### src/hw/rtl/fdw_pkg.sv
// Package for the framebuffer dirty window update block.
// Geometry constants, mode codes, transaction and internal types. No dependencies.
`default_nettype none
package fdw_pkg;

    localparam int COLUMNS     = 128;
    localparam int ROWS        = 64;
    localparam int PAGES       = (ROWS + 7) / 8;
    localparam int FRAME_BYTES = COLUMNS * PAGES;
    localparam int ADDR_W      = $clog2(FRAME_BYTES);
    localparam int COL_W       = 7;
    localparam int PAGE_W      = 3;
    localparam int COUNT_W     = 11;

    typedef enum logic [1:0] {
        MODE_SET_PIXEL = 2'd0,
        MODE_CLEAR     = 2'd1,
        MODE_SCAN      = 2'd2,
        MODE_READ      = 2'd3
    } t_mode;

    typedef enum logic [2:0] {
        ST_INIT,
        ST_IDLE,
        ST_PIX,
        ST_CLEAR,
        ST_SCAN,
        ST_DRAIN,
        ST_DONE,
        ST_READ
    } t_state;

    typedef struct packed {
        logic [1:0] mode;
        logic [7:0] pix_x;
        logic [7:0] pix_y;
    } t_in_item;

    typedef struct packed {
        logic [COL_W-1:0]   win_col_first;
        logic [COL_W-1:0]   win_col_final;
        logic [PAGE_W-1:0]  win_page_first;
        logic [PAGE_W-1:0]  win_page_final;
        logic [COUNT_W-1:0] byte_count;
        logic               window_empty;
        logic [7:0]         data_byte;
        logic               data_valid;
        logic               last_byte;
    } t_out_item;

    // one compared byte position during a scan
    typedef struct packed {
        logic              vld;
        logic [COL_W-1:0]  col;
        logic [PAGE_W-1:0] page;
    } t_hit;

    // running bounding window
    typedef struct packed {
        logic              any;
        logic [COL_W-1:0]  c0;
        logic [COL_W-1:0]  c1;
        logic [PAGE_W-1:0] p0;
        logic [PAGE_W-1:0] p1;
    } t_win;

endpackage
`default_nettype wire

### src/hw/rtl/fdw_win.sv
// Bounding window accumulator for the difference scan.
// Depends on fdw_pkg.
`default_nettype none
module fdw_win (
    input  wire logic         i_clk,
    input  wire logic         i_rst_n,
    input  wire logic         i_start,
    input  wire fdw_pkg::t_hit i_hit,
    output fdw_pkg::t_win     o_win
);
    import fdw_pkg::*;

    t_win r_win;
    t_win n_win;

    always_comb begin
        n_win = r_win;
        if (i_start) begin
            n_win.any = 1'b0;
            n_win.c0  = COL_W'(COLUMNS - 1);
            n_win.c1  = '0;
            n_win.p0  = PAGE_W'(PAGES - 1);
            n_win.p1  = '0;
        end else if (i_hit.vld) begin
            n_win.any = 1'b1;
            if (i_hit.col < r_win.c0) begin
                n_win.c0 = i_hit.col;
            end
            if (i_hit.col > r_win.c1) begin
                n_win.c1 = i_hit.col;
            end
            if (i_hit.page < r_win.p0) begin
                n_win.p0 = i_hit.page;
            end
            if (i_hit.page > r_win.p1) begin
                n_win.p1 = i_hit.page;
            end
        end
    end

    always_ff @(posedge i_clk) begin
        if (!i_rst_n) begin
            r_win <= '0;
        end else begin
            r_win <= n_win;
        end
    end

    assign o_win = r_win;

endmodule
`default_nettype wire

### config.mk
export PLATFORM = sky130hd
export DESIGN_NAME = fdw_win
export DESIGN_NICKNAME = d
export VERILOG_FILES = /design/src/hw/rtl/fdw_pkg.sv /design/src/hw/rtl/fdw_win.sv
export SDC_FILE = /design/constraint.sdc
export NUM_CORES = 1
export LEC_CHECK = 0
export ABC_AREA = 1
export BUFFER_PORTS_ARGS = -buffer_cell sky130_fd_sc_hd__buf_2
export CORE_UTILIZATION = 52
export DETAILED_ROUTE_END_ITERATION = 7
export PLACE_DENSITY = 0.78
export SYNTH_ARGS = -nofsm -noshare
export SYNTH_HDL_FRONTEND = slang
export SYNTH_SLANG_ARGS = --single-unit
### constraint.sdc
create_clock -name i_clk -period 2.05 [get_ports i_clk]
set_clock_uncertainty 0.15 [all_clocks]
set_input_delay 0.1025 -clock i_clk [delete_from_list [all_inputs] [get_ports i_clk]]
set_output_delay 0.1025 -clock i_clk [all_outputs]
set_load 0.02 [all_outputs]
# ---- After elaboration in Yosys (flattened, before gate mapping)
# Index checks and enable logic that the tools add are counted.
# Widths: inputs -> output; s select.
dict set report totals {
  elab_cells 24
  out_inout_bits 21
  reg_bits 21
}
dict set report op_classes {
  bitwise 1
  order_cmp 4
  reduce_logical 8
  n_mux 6
}
# operator n
set ops {}
lappend ops {{$mux 20} 2}
lappend ops {{$mux 7} 2}
lappend ops {{$reduce_and 2->1} 4}
lappend ops {{$gt 7x7->1} 1}
lappend ops {{$lt 7x7->1} 1}
lappend ops {{$mux 3} 2}
lappend ops {{$reduce_bool 2->1} 3}
lappend ops {{$gt 3x3->1} 1}
lappend ops {{$lt 3x3->1} 1}
lappend ops {{$reduce_or 2->1} 1}
lappend ops {{$not 1->1} 1}

# ---- Longest topological paths before layout
# Gate-level depths: netlist of run 1.
dict set report logic_depth {
  ltp_word 4
  mapped_depth 11
  ltp_nobuf 11
}

# ---- Worst setup path before layout of run 1
# OpenSTA, ideal clock, no wires.
dict set report synth_path {
  path_type {register -> register}
  start {reg r_win, in the netlist o_win[12]}
  end {reg r_win, in the netlist o_win[10]}
  setup_slack_ns 0.275
  arrival_time_ns 1.499
  path_buffers 0
  required_time_ns 1.774
  setup_ns 0.126
  stages_incl_launch_ff 10
  synth_period_minus_slack_ns 1.775
  path_cell_list {dfxtp_1 inv_1 ha_1 nand2_1 nor2_1 nand2_1 nand2_1 nand2_1 nand2_1 a21oi_1}
}
dict set report synth_between {
  elab_chain_len 2
}
# element line_no
set synth_lines {}
lappend synth_lines {{start, declared} fdw_win.sv:13} ;# t_win r_win;
lappend synth_lines {{start signal, assigned} fdw_win.sv:45} ;# r_win <= n_win;
lappend synth_lines {{$gt 7x7->1} fdw_win.sv:29} ;# if (i_hit.col > r_win.c1) begin
lappend synth_lines {{$reduce_and 2->1 (no source line)} -}
# Every way passes these cells.
# A chain may end at the register's enable or synchronous reset.

# ---- Final worst setup path of run 1
dict set report layout_path {
  start {in i_hit[9] (netlist name)}
  end {reg r_win, in the netlist o_win[9]}
}
dict set report layout_between {
  elab_chain_len 2
}
# element line_no
set layout_lines {}
lappend layout_lines {{start, declared} fdw_win.sv:8} ;# input wire fdw_pkg::t_hit i_hit,
lappend layout_lines {{$gt 7x7->1} fdw_win.sv:29}
lappend layout_lines {{$reduce_and 2->1 (no source line)} -}
# Every way passes these cells.

==> summary.md, run 1 <==
| Metric | Value |
|---|---|
| M1 GR Usage | 28.3% |
| Hold path depth | 4 |
| Post-DP HPWL | 2370 microns |
| Top-area cell type share of the netlist area | 32.2% |
| Total grt overflow | 0 |
| CP required | 2.11 ns |
| Unique masters post-synth | 20 |
| Syn Inst Count | 188 |
| DR DRC count | 0 |
| Slew Limit Fails | 0 |
| Max FFs per register | 21 |
| 1st-pass router iterations | 4 |
| CP endpoint kind | flip-flop |
| Final worst path period share | 93.6% |
| Dpl cells | 248 |
| DRT iter0 DRCs | 17 |
| Crit Path Category | primary input to flip-flop |
| GRT Total Usage | 25.8% |
| Worst-case reg-to-reg path depth | 9 |
| Number of antenna violations at the first check in global routing | 0 |
| Die Wd | 52.1 microns |
| Max-slew headroom | 75.0% |
| Clock Path Buffers | 2 |
| Worst min path class | primary input to flip-flop |
| Vias | 1368 |
| Post-CTS setup buffers | 0 |
| Drt total wl | 3200 microns |
| Final hold violation count | 0 |
| Final Util | 71.6% |
| Outcome | complete, no violations |
| Least-Margin Pin Slew | 0.376 ns |
| Post-route insts no fill | 263 |
| GPL Wtd Cong | 0.810 |
| Syn nets | 220 |
| Power density cells | 585 nW/um^2 |
| Area leader, netlist | dfxtp_1 |
| Vias in the first global route | 1281 |
| Most frequent cells in the layout | nand2_1 (50), buf_2 (34), a21oi_1 (24) |
| Commonest non-fill, non-tap cell in the layout | nand2_1 |
| Final net count | 268 |
| Yosys reg bits | 21 |
| Synth top area cells | dfxtp_1 (32%), ha_1 (17%), nand2_1 (15%) |
| Clock latency on the worst-skew pair | 0.32 ns |
| Syn Area/Cell | 6.95 sq um |
| Row count | 17 |
| Worst vdd ir | 0.000459 V |
| Height of the die | 52.1 microns |
| Startpoint Class | primary input |
| CTS Sinks | 21 |
| Core area | 2300 sq um |
| GRT busiest layer | met2 |
| First-pass GRT wire length | 5180 microns |
| YS warnings | 0 |
| H-tree depth | 1 |
| DIE AREA | 2720 sq um |
| GRT met2 Usage | 48.7% |
| Fmax | 0.521 GHz |
| TritonCTS clock tree | yes |
| Share of layout cells above drive strength 1 | 23.0% |
| Mapped cell area | 1310 sq um |
| Layout fillers | 199 |
| Min Tclk post-route | 1.92 ns |
| Ant diodes | 0 |
| Routed vias/inst | 5.20 |
| Post-route antenna net violation count | 0 |
| Final setup violation count | 0 |
| Cts bufs inserted | 3 |
| Clk root buf | clkbuf_4 |
| CP Max Fanout | 8 |
| Crit path DAT | 1.98 ns |
| Starting Density | 56.9% |
| Met3 Use GR | 3.51% |
| Leakage power | 0.822 nW |
| Clock-pin slew on the worst setup and hold paths | 0.13 ns |
| Register area share after synthesis | 32.2% |
| P&R area growth vs syn | 25.8% |
| Num ports | 35 |
| Largest net degree at the start of global routing | 16 |
| DR WL/cell | 12.1 microns |
| Max Cap Viol | 0 |
| Port Buf Inserts | 34 |
## final cells by class
class                           instances  area (sq um)  share of cell area [%]
Multi-Input combinational cell        138           781                    47.5
Sequential cell                        21           420                    25.6
Timing Repair Buffer                   45           280                    17.0
Inverter                               27           101                    6.16
Tap cell                               28          35.0                    2.13
Clock buffer                            3          22.5                    1.37
Clock inverter                          1          5.00                   0.304
## critical path, stage by stage
cell,delay [ns]
dlygate4sd3_1,0.53
buf_2,0.15
ha_1,0.30
nand2_1,0.07
nor2_1,0.19
nand2_1,0.08
nand2_1,0.23
nand2_2,0.16
nand2_1,0.09
a21oi_1,0.07
## per-stage QoR
step	hold WS, ns	total power [mW]	cell area, sq um	TNS (ns)	worst slack (ns)
after detailed placement	0.248	0.740	1510	0	0.197
after CTS	0.0141	0.967	1640	0	0.129
final	0.0219	0.963	1650	0	0.132
after global placement	0.256	0.725	1510	0	0.326
after floorplan	0.0819	0.653	1310	0	0.275
after global routing	0.0539	1.02	1650	-0.00529	-0.00529
## synthesized netlist by cell type
cell type	n
nand2_1	51
a21oi_1	24
dfxtp_1	21
inv_1	21
nand3_1	19
ha_1	18
nor2_1	9
inv_2	5
or2_2	5
o21ai_1	3
clkbuf_1	2
nor2_2	2
a211oi_1	1
a21o_1	1
a21oi_2	1
clkinv_1	1
nand2_2	1
nand2_4	1
nand3b_1	1
o21ai_0	1
## power by group
part / internal (mW) / total (mW) / switching (mW)
sequential: 0.435 / 0.452 / 0.0174
combinational: 0.115 / 0.298 / 0.183
clock: 0.0730 / 0.213 / 0.140
total: 0.623 / 0.963 / 0.340
## worst paths after layout
path,slack [ns],from,to
worst max-delay path,0.13,i_hit[9],o_win[9]
worst min-delay path,0.02,i_start,o_win[2]
worst min register to register,0.34,o_win[8],o_win[8]
worst max register to register,0.17,o_win[12],o_win[9]
## repair_timing
item	in CTS	in global routing
endpoints found under the hold margin	11	0
setup endpoints to repair	0	6
hold buffers	11	0
gates resized for setup	0	1
## layer usage
layer / up-vias / part of all wire [%] / routed length, microns
met5: - / 0 / 0
met4: 0 / 2.3 / 72
met3: 9 / 3.2 / 102
met2: 33 / 51 / 1630
met1: 623 / 43 / 1390
li1: 703 / - / -
## kinds of logic (layout without fill, tap and decap cells)
family          after synthesis  in the layout  synth area share (%)
fa+ha+maj                    18             18                  17.2
flops                        21             21                  32.2
simple gates                 89             89                  29.8
compound gates               31             31                  12.5
buf+inv                      29             76                  8.33
Note: power is estimated with default switching activity, not from simulation.
==> inputs of run 2 (changes only) <==
--- a/config.mk
+++ b/config.mk
@@ -7,9 +7,9 @@
 export LEC_CHECK = 0
 export ABC_AREA = 1
 export BUFFER_PORTS_ARGS = -buffer_cell sky130_fd_sc_hd__buf_2
-export CORE_UTILIZATION = 52
+export CORE_UTILIZATION = 50
 export DETAILED_ROUTE_END_ITERATION = 7
-export PLACE_DENSITY = 0.78
+export PLACE_DENSITY = 0.88
 export SYNTH_ARGS = -nofsm -noshare
 export SYNTH_HDL_FRONTEND = slang
 export SYNTH_SLANG_ARGS = --single-unit
==> constraint.sdc (replaced) <==
create_clock -name i_clk -period 2.1 [get_ports i_clk]
set_clock_uncertainty 0.15 [all_clocks]
set_input_delay 0.105 -clock i_clk [delete_from_list [all_inputs] [get_ports i_clk]]
set_output_delay 0.105 -clock i_clk [all_outputs]
set_load 0.02 [all_outputs]
==> run 2 against run 1 <==
- total power decreased by 3.3%
- flip-flop and latch count unchanged
- critical path type unchanged
- clock-buffer cell count increased by 1
- worst setup slack improved by 0.064 ns
- critical endpoint unchanged
- final cell count increased by 0.76%
- die area increased by 3.8%
- combinational power decreased by 3%
- non-clock buffer count unchanged
- clock power decreased by 6%
- sequential power decreased by 2%
- first-iteration DRC count increased by 82%
- worst hold slack got worse by 0.011 ns
==> summary.md, run 2 (synthesis gave the netlist of run 1 again) <==
| Metric | Value |
|---|---|
| Outcome | complete, no violations (unchanged) |
| Design Power | 931 uW (was 963 uW) |
| Ant diodes | 0 (unchanged) |
| Worst vdd ir | 0.000440 V (was 0.000459 V) |
| Dpl cells | 250 (was 248) |
| CP required | 2.20 ns (was 2.11 ns) |
| Routed vias/inst | 5.23 (was 5.20) |
| DR DRC count | 0 (unchanged) |
| Port Buf Inserts | 34 (unchanged) |
| Critical path cell sequence | dlygate4sd3_1 -> buf_2 -> ha_1 -> a21oi_1 -> nand2_1 -> nand2_1 -> nand2_1 -> nand2_1 -> nand2_1 -> a21oi_1 (was dlygate4sd3_1 -> buf_2 -> ha_1 -> nand2_1 -> nor2_1 -> nand2_1 -> nand2_1 -> nand2_2 -> nand2_1 -> a21oi_1) |
| Slew Limit Fails | 0 (unchanged) |
| Most used cell, CP | nand2_1 (unchanged) |
| Clock Path Buffers | 2 (unchanged) |
| Vias | 1385 (was 1368) |
| Clk root buf | clkbuf_4 (unchanged) |
| DIE AREA | 2820 sq um (was 2720 sq um) |
| CTS Sinks | 21 (unchanged) |
| P&R area growth vs syn | 25.7% (was 25.8%) |
| Top cell family by delay on the critical path | buffers and inverters (was simple AND/OR/NAND/NOR gates) |
| Core area | 2480 sq um (was 2300 sq um) |
| Post-route insts no fill | 265 (was 263) |
| Largest net degree at the start of global routing | 16 (unchanged) |
| Clock-pin slew on the worst setup and hold paths | 0.11 ns (was 0.13 ns) |
| Final net count | 268 (unchanged) |
| 1st-pass router iterations | 4 (unchanged) |
| Clock latency on the worst-skew pair | 0.31 ns (was 0.32 ns) |
| Cts bufs inserted | 3 (unchanged) |
| Final setup margin | 0.196 ns (was 0.132 ns) |
| H-tree depth | 1 (unchanged) |
| CP Max Fanout | 8 (unchanged) |
| Multi-input gate area | 778 sq um (was 781 sq um) |
| Commonest non-fill, non-tap cell in the layout | nand2_1 (unchanged) |
| Final worst path period share | 90.7% |
| Post-CTS sizing | 0 (unchanged) |
| Max FFs per register | 21 (unchanged) |
| Power density cells | 566 nW/um^2 (was 585 nW/um^2) |
| Number of antenna violations at the first check in global routing | 0 (unchanged) |
| Max-slew headroom | 74.5% (was 75.0%) |
| Slowest-stage cell, CP | dlygate4sd3_1 (unchanged) |
| Leakage power | 0.819 nW (was 0.822 nW) |
| Dpl ws | 0.301 ns (was 0.197 ns) |
| Final hold violation count | 0 (unchanged) |
| TritonCTS clock tree | yes (unchanged) |
| Vias in the first global route | 1179 (was 1281) |
| First-pass GRT wire length | 4940 microns (was 5180 microns) |
| DRT iter0 DRCs | 31 (was 17) |
| Starting Density | 52.8% (was 56.9%) |
| Num ports | 35 (unchanged) |
| Row count | 18 (was 17) |
| GRT Total Usage | 24.5% (was 25.8%) |
| Placed cell area | 1510 sq um (about the same) |
| Layout fillers | 220 (was 199) |
| Total grt overflow | 0 (unchanged) |
| Most frequent cells in the layout | nand2_1 (51), buf_2 (34), a21oi_1 (24) (was nand2_1 (50), buf_2 (34), a21oi_1 (24)) |
| Fmax | 0.525 GHz |
| Drt total wl | 3040 microns (was 3200 microns) |
| Worst min path class | primary input to flip-flop (unchanged) |
| Height of the die | 53.1 microns (was 52.1 microns) |
| Share of layout cells above drive strength 1 | 22.1% (was 23.0%) |
| Crit path DAT | 2.00 ns (was 1.98 ns) |
| Hold slack final | 0.0113 ns (was 0.0219 ns) |
| Max Cap Viol | 0 (unchanged) |
| DR WL/cell | 11.5 microns (was 12.1 microns) |
| Die Wd | 53.1 microns (was 52.1 microns) |
| GPL Wtd Cong | 0.859 (was 0.810) |
| RSZ-0062 raised after global routing | false |
| Crit Path Category | primary input to flip-flop (unchanged) |
| Final setup violation count | 0 (unchanged) |
| Post-route antenna net violation count | 0 (unchanged) |
| Final Util | 66.4% (was 71.6%) |
| Post-DP HPWL | 2220 microns (was 2370 microns) |
| Sequential Area | 420 sq um (unchanged) |
| Startpoint Class | primary input (unchanged) |
| Final TNS setup | 0 ns (unchanged) |
| Least-Margin Pin Slew | 0.382 ns (was 0.376 ns) |
| CP endpoint kind | flip-flop (unchanged) |
| Post-CTS setup buffers | 0 (unchanged) |
| Critical path buffers and inverters | 2 (unchanged) |
| Min Tclk post-route | 1.90 ns |
| Max stage delay on crit path | 0.53 ns (about the same) |
| Finished Cell Area | 1640 sq um (was 1650 sq um) |
==> run 2: worst paths after layout <==
check / end / start / cells after the start / slack [ns]
max reg2reg: o_win[9] / o_win[12] / 9 / 0.27
max: o_win[9] / i_hit[5] / 10 / 0.20
min: o_win[2] / i_start / 4 / 0.01
min reg2reg: o_win[10] / o_win[10] / 2 / 0.34
==> run 2: cell type report <==
type	count	share of cell area [%]
Clock buffer	4	1.60
Inverter	27	6.16
Multi-Input combinational cell	138	47.3
Timing Repair Buffer	45	17.0
Sequential cell	21	25.6
Tap cell	30	2.28
==> run 2: metal layers <==
metal,GRT usage (%),wire length (microns),up-vias
met2,44.3,1530,51
met4,10.1,44,0
li1,-,-,707
met5,0,0,-
met3,3.45,135,5
met1,28.4,1330,622
==> run 2: repair_timing <==
action	CTS	global route
hold buffers	11	0
hold endpoints to repair	11	0
endpoints found under the setup margin	0	0
==> run 2: power breakdown <==
group | switching [mW] | internal, mW | leakage (nW)
clock network | 0.126 | 0.0744 | 0.0150
registers | 0.0168 | 0.424 | 0.173
logic | 0.177 | 0.112 | 0.631
==> run 2: tightest hold or removal path: cells and delay by family <==
kind | cells | cell delay [ns]
AND/OR/NAND/NOR | 1 | 0.08
AO/OA/AOI/OAI | 2 | 0.11
buffers and inverters | 1 | 0.15
==> inputs of run 3 (changes only) <==
==> constraint.sdc (replaced) <==
create_clock -name i_clk -period 2.1 [get_ports i_clk]
set_clock_uncertainty 0.15 [all_clocks]
set_input_delay 0.42 -clock i_clk [delete_from_list [all_inputs] [get_ports i_clk]]
set_output_delay 0.42 -clock i_clk [all_outputs]
set_load 0.02 [all_outputs]
==> run 3 against run 2 <==
- final cell count is 3.4% lower
- total power is 1.5% lower
- fmax is 10% higher
- design area is 5.7% lower
- flip-flop and latch count stayed put
- via count is 5.3% lower
- worst setup slack better by 0.18 ns
- critical endpoint is now o_win[11]
==> summary.md, run 3 (synthesis gave the netlist of run 1 again) <==
| Metric | Value |
|---|---|
| Outcome | complete, no violations (unchanged) |
| First-pass GRT wire length | 4380 microns (was 4940 microns) |
| DR DRC count | 0 (unchanged) |
| CTS Hold Bufs | 0 (was 11) |
| Fmax | 0.580 GHz (was 0.525 GHz) |
| Power density cells | 592 nW/um^2 (was 566 nW/um^2) |
| Min Tclk post-route | 1.72 ns (was 1.90 ns) |
| Worst min path class | primary input to flip-flop (unchanged) |
| CTS Sinks | 21 (unchanged) |
| Number of antenna violations at the first check in global routing | 0 (unchanged) |
| Max stage delay on crit path | 0.38 ns (was 0.53 ns) |
| Clock-pin slew on the worst setup and hold paths | 0.12 ns (was 0.11 ns) |
| Cts bufs inserted | 3 (unchanged) |
| Port Buf Inserts | 34 (unchanged) |
| Post-CTS sizing | 0 (unchanged) |
| Largest net degree at the start of global routing | 16 (unchanged) |
| TritonCTS clock tree | yes (unchanged) |
| Leakage power | 0.785 nW (was 0.819 nW) |
| Slew Limit Fails | 0 (unchanged) |
| Ant diodes | 0 (unchanged) |
| Share of layout cells above drive strength 1 | 24.3% (was 22.1%) |
| Final TNS setup | 0 ns (unchanged) |
| DIE AREA | 2820 sq um (unchanged) |
| DR WL/cell | 10.9 microns (was 11.5 microns) |
| Least-Margin Pin Slew | 0.365 ns (was 0.382 ns) |
| GPL Wtd Cong | 0.781 (was 0.859) |
| Post-CTS setup buffers | 0 (unchanged) |
| Commonest non-fill, non-tap cell in the layout | nand2_1 (unchanged) |
| Max Cap Viol | 0 (unchanged) |
| Met2 WL | 1240 microns (was 1530 microns) |
| Drt total wl | 2780 microns (was 3040 microns) |
| Slowest-stage cell, CP | dfxtp_1 (was dlygate4sd3_1) |
| Post-route antenna net violation count | 0 (unchanged) |
| Core area | 2480 sq um (unchanged) |
| Metal-1 WL | 1320 microns (was 1330 microns) |
| Routed vias/inst | 5.13 (was 5.23) |
| Clk root buf | clkbuf_4 (unchanged) |
| Design Power | 917 uW (was 931 uW) |
| Worst vdd ir | 0.000496 V (was 0.000440 V) |
| Max FFs per register | 21 (unchanged) |
| Post-DP HPWL | 2110 microns (was 2220 microns) |
| Final Util | 62.6% (was 66.4%) |
| CP required | 2.16 ns (was 2.20 ns) |
| Clock latency on the worst-skew pair | 0.32 ns (was 0.31 ns) |
| Vias in the first global route | 1038 (was 1179) |
| Hold slack final | 0.219 ns (was 0.0113 ns) |
| Die Wd | 53.1 microns (unchanged) |
| RSZ-0062 raised after global routing | false (unchanged) |
| Height of the die | 53.1 microns (unchanged) |
| Row count | 18 (unchanged) |
| Layout fillers | 254 (was 220) |
| H-tree depth | 1 (unchanged) |
| Clock Path Buffers | 2 (unchanged) |
| Final net count | 259 (was 268) |
| GRT Total Usage | 22.1% (was 24.5%) |
| Most used cell, CP | nand2_1 (unchanged) |
| Critical path cell sequence | inv_1 -> ha_1 -> nand2_1 -> nor2_1 -> nand2_1 -> nand2_1 -> nand2_1 -> nand2_1 -> a21oi_1 (was dlygate4sd3_1 -> buf_2 -> ha_1 -> a21oi_1 -> nand2_1 -> nand2_1 -> nand2_1 -> nand2_1 -> nand2_1 -> a21oi_1) |
| Final worst path period share | 82.1% (was 90.7%) |
| Num ports | 35 (unchanged) |
| Critical path buffers and inverters | 1 (was 2) |
| CP endpoint kind | flip-flop (unchanged) |
| Most frequent cells in the layout | nand2_1 (51), buf_2 (34), a21oi_1 (24) (unchanged) |
| Vias | 1312 (was 1385) |
| CP Max Fanout | 7 (was 8) |
| Final hold violation count | 0 (unchanged) |
| Total grt overflow | 0 (unchanged) |
| Crit path DAT | 1.78 ns (was 2.00 ns) |
| Max-slew headroom | 75.6% (was 74.5%) |
| Post-route insts no fill | 256 (was 265) |
| Starting Density | 52.8% (unchanged) |
| 1st-pass router iterations | 4 (unchanged) |
| Dpl cells | 252 (was 250) |
| Metal3 WL | 160 microns (was 135 microns) |
| Crit Path Category | flip-flop to flip-flop (was primary input to flip-flop) |
| Top cell family by delay on the critical path | simple AND/OR/NAND/NOR gates (was buffers and inverters) |
| Top sig layer | met4 (unchanged) |
| Final setup violation count | 0 (unchanged) |
| P&R area growth vs syn | 18.6% (was 25.7%) |
| Startpoint Class | flip-flop (was primary input) |
| DRT iter0 DRCs | 20 (was 31) |
run 3: power by group:
group          switching, mW  total [mW]  leakage (nW)  internal, mW
clock network          0.133       0.204        0.0177        0.0714
registers             0.0168       0.441         0.173         0.425
logic                  0.170       0.272         0.594         0.102
run 3: metrics by stage:
step           instance area (sq um)  worst slack [ns]
5_1_grt                         1550             0.237
3_3_place_gp                    1520             0.278
4_1_cts                         1550             0.379
3_5_place_dp                    1520             0.243
2_1_floorplan                   1310             0.325
6_report                        1550             0.376
run 3: per-layer routing:
layer	global-route usage (%)	vias to the layer above
met5	0	-
met4	11.8	0
met3	4.31	5
met2	36.3	36
met1	26.8	580
li1	-	691
run 3: cell type report:
class / count / area, sq um / share of cell area (%)
sequential: 21 / 420 / 27.1
inverter: 27 / 101 / 6.54
tap: 30 / 37.5 / 2.42
clock inverter: 1 / 5.00 / 0.323
clock buffer: 3 / 22.5 / 1.45
timing repair buffer: 36 / 185 / 11.9
multi-input combinational: 138 / 778 / 50.2
run 3: path summary, 6_finish.rpt:
| path | end | slack (ns) | cells after the start | startpoint |
|---|---|---|---|---|
| max | o_win[11] | 0.38 | 9 | o_win[12] |
| min | o_win[6] | 0.22 | 3 | i_hit[3] |
| max reg2reg | o_win[11] | 0.38 | 9 | o_win[12] |
| min reg2reg | o_win[2] | 0.34 | 2 | o_win[2] |
run 3: worst register-to-register path, stage by stage, from the launching register on:
cell and delay [ns]:
dfxtp_1 0.38, inv_1 0.06, ha_1 0.29, nand2_1 0.06
nor2_1 0.18, nand2_1 0.07, nand2_1 0.08, nand2_1 0.17
nand2_1 0.11, a21oi_1 0.06
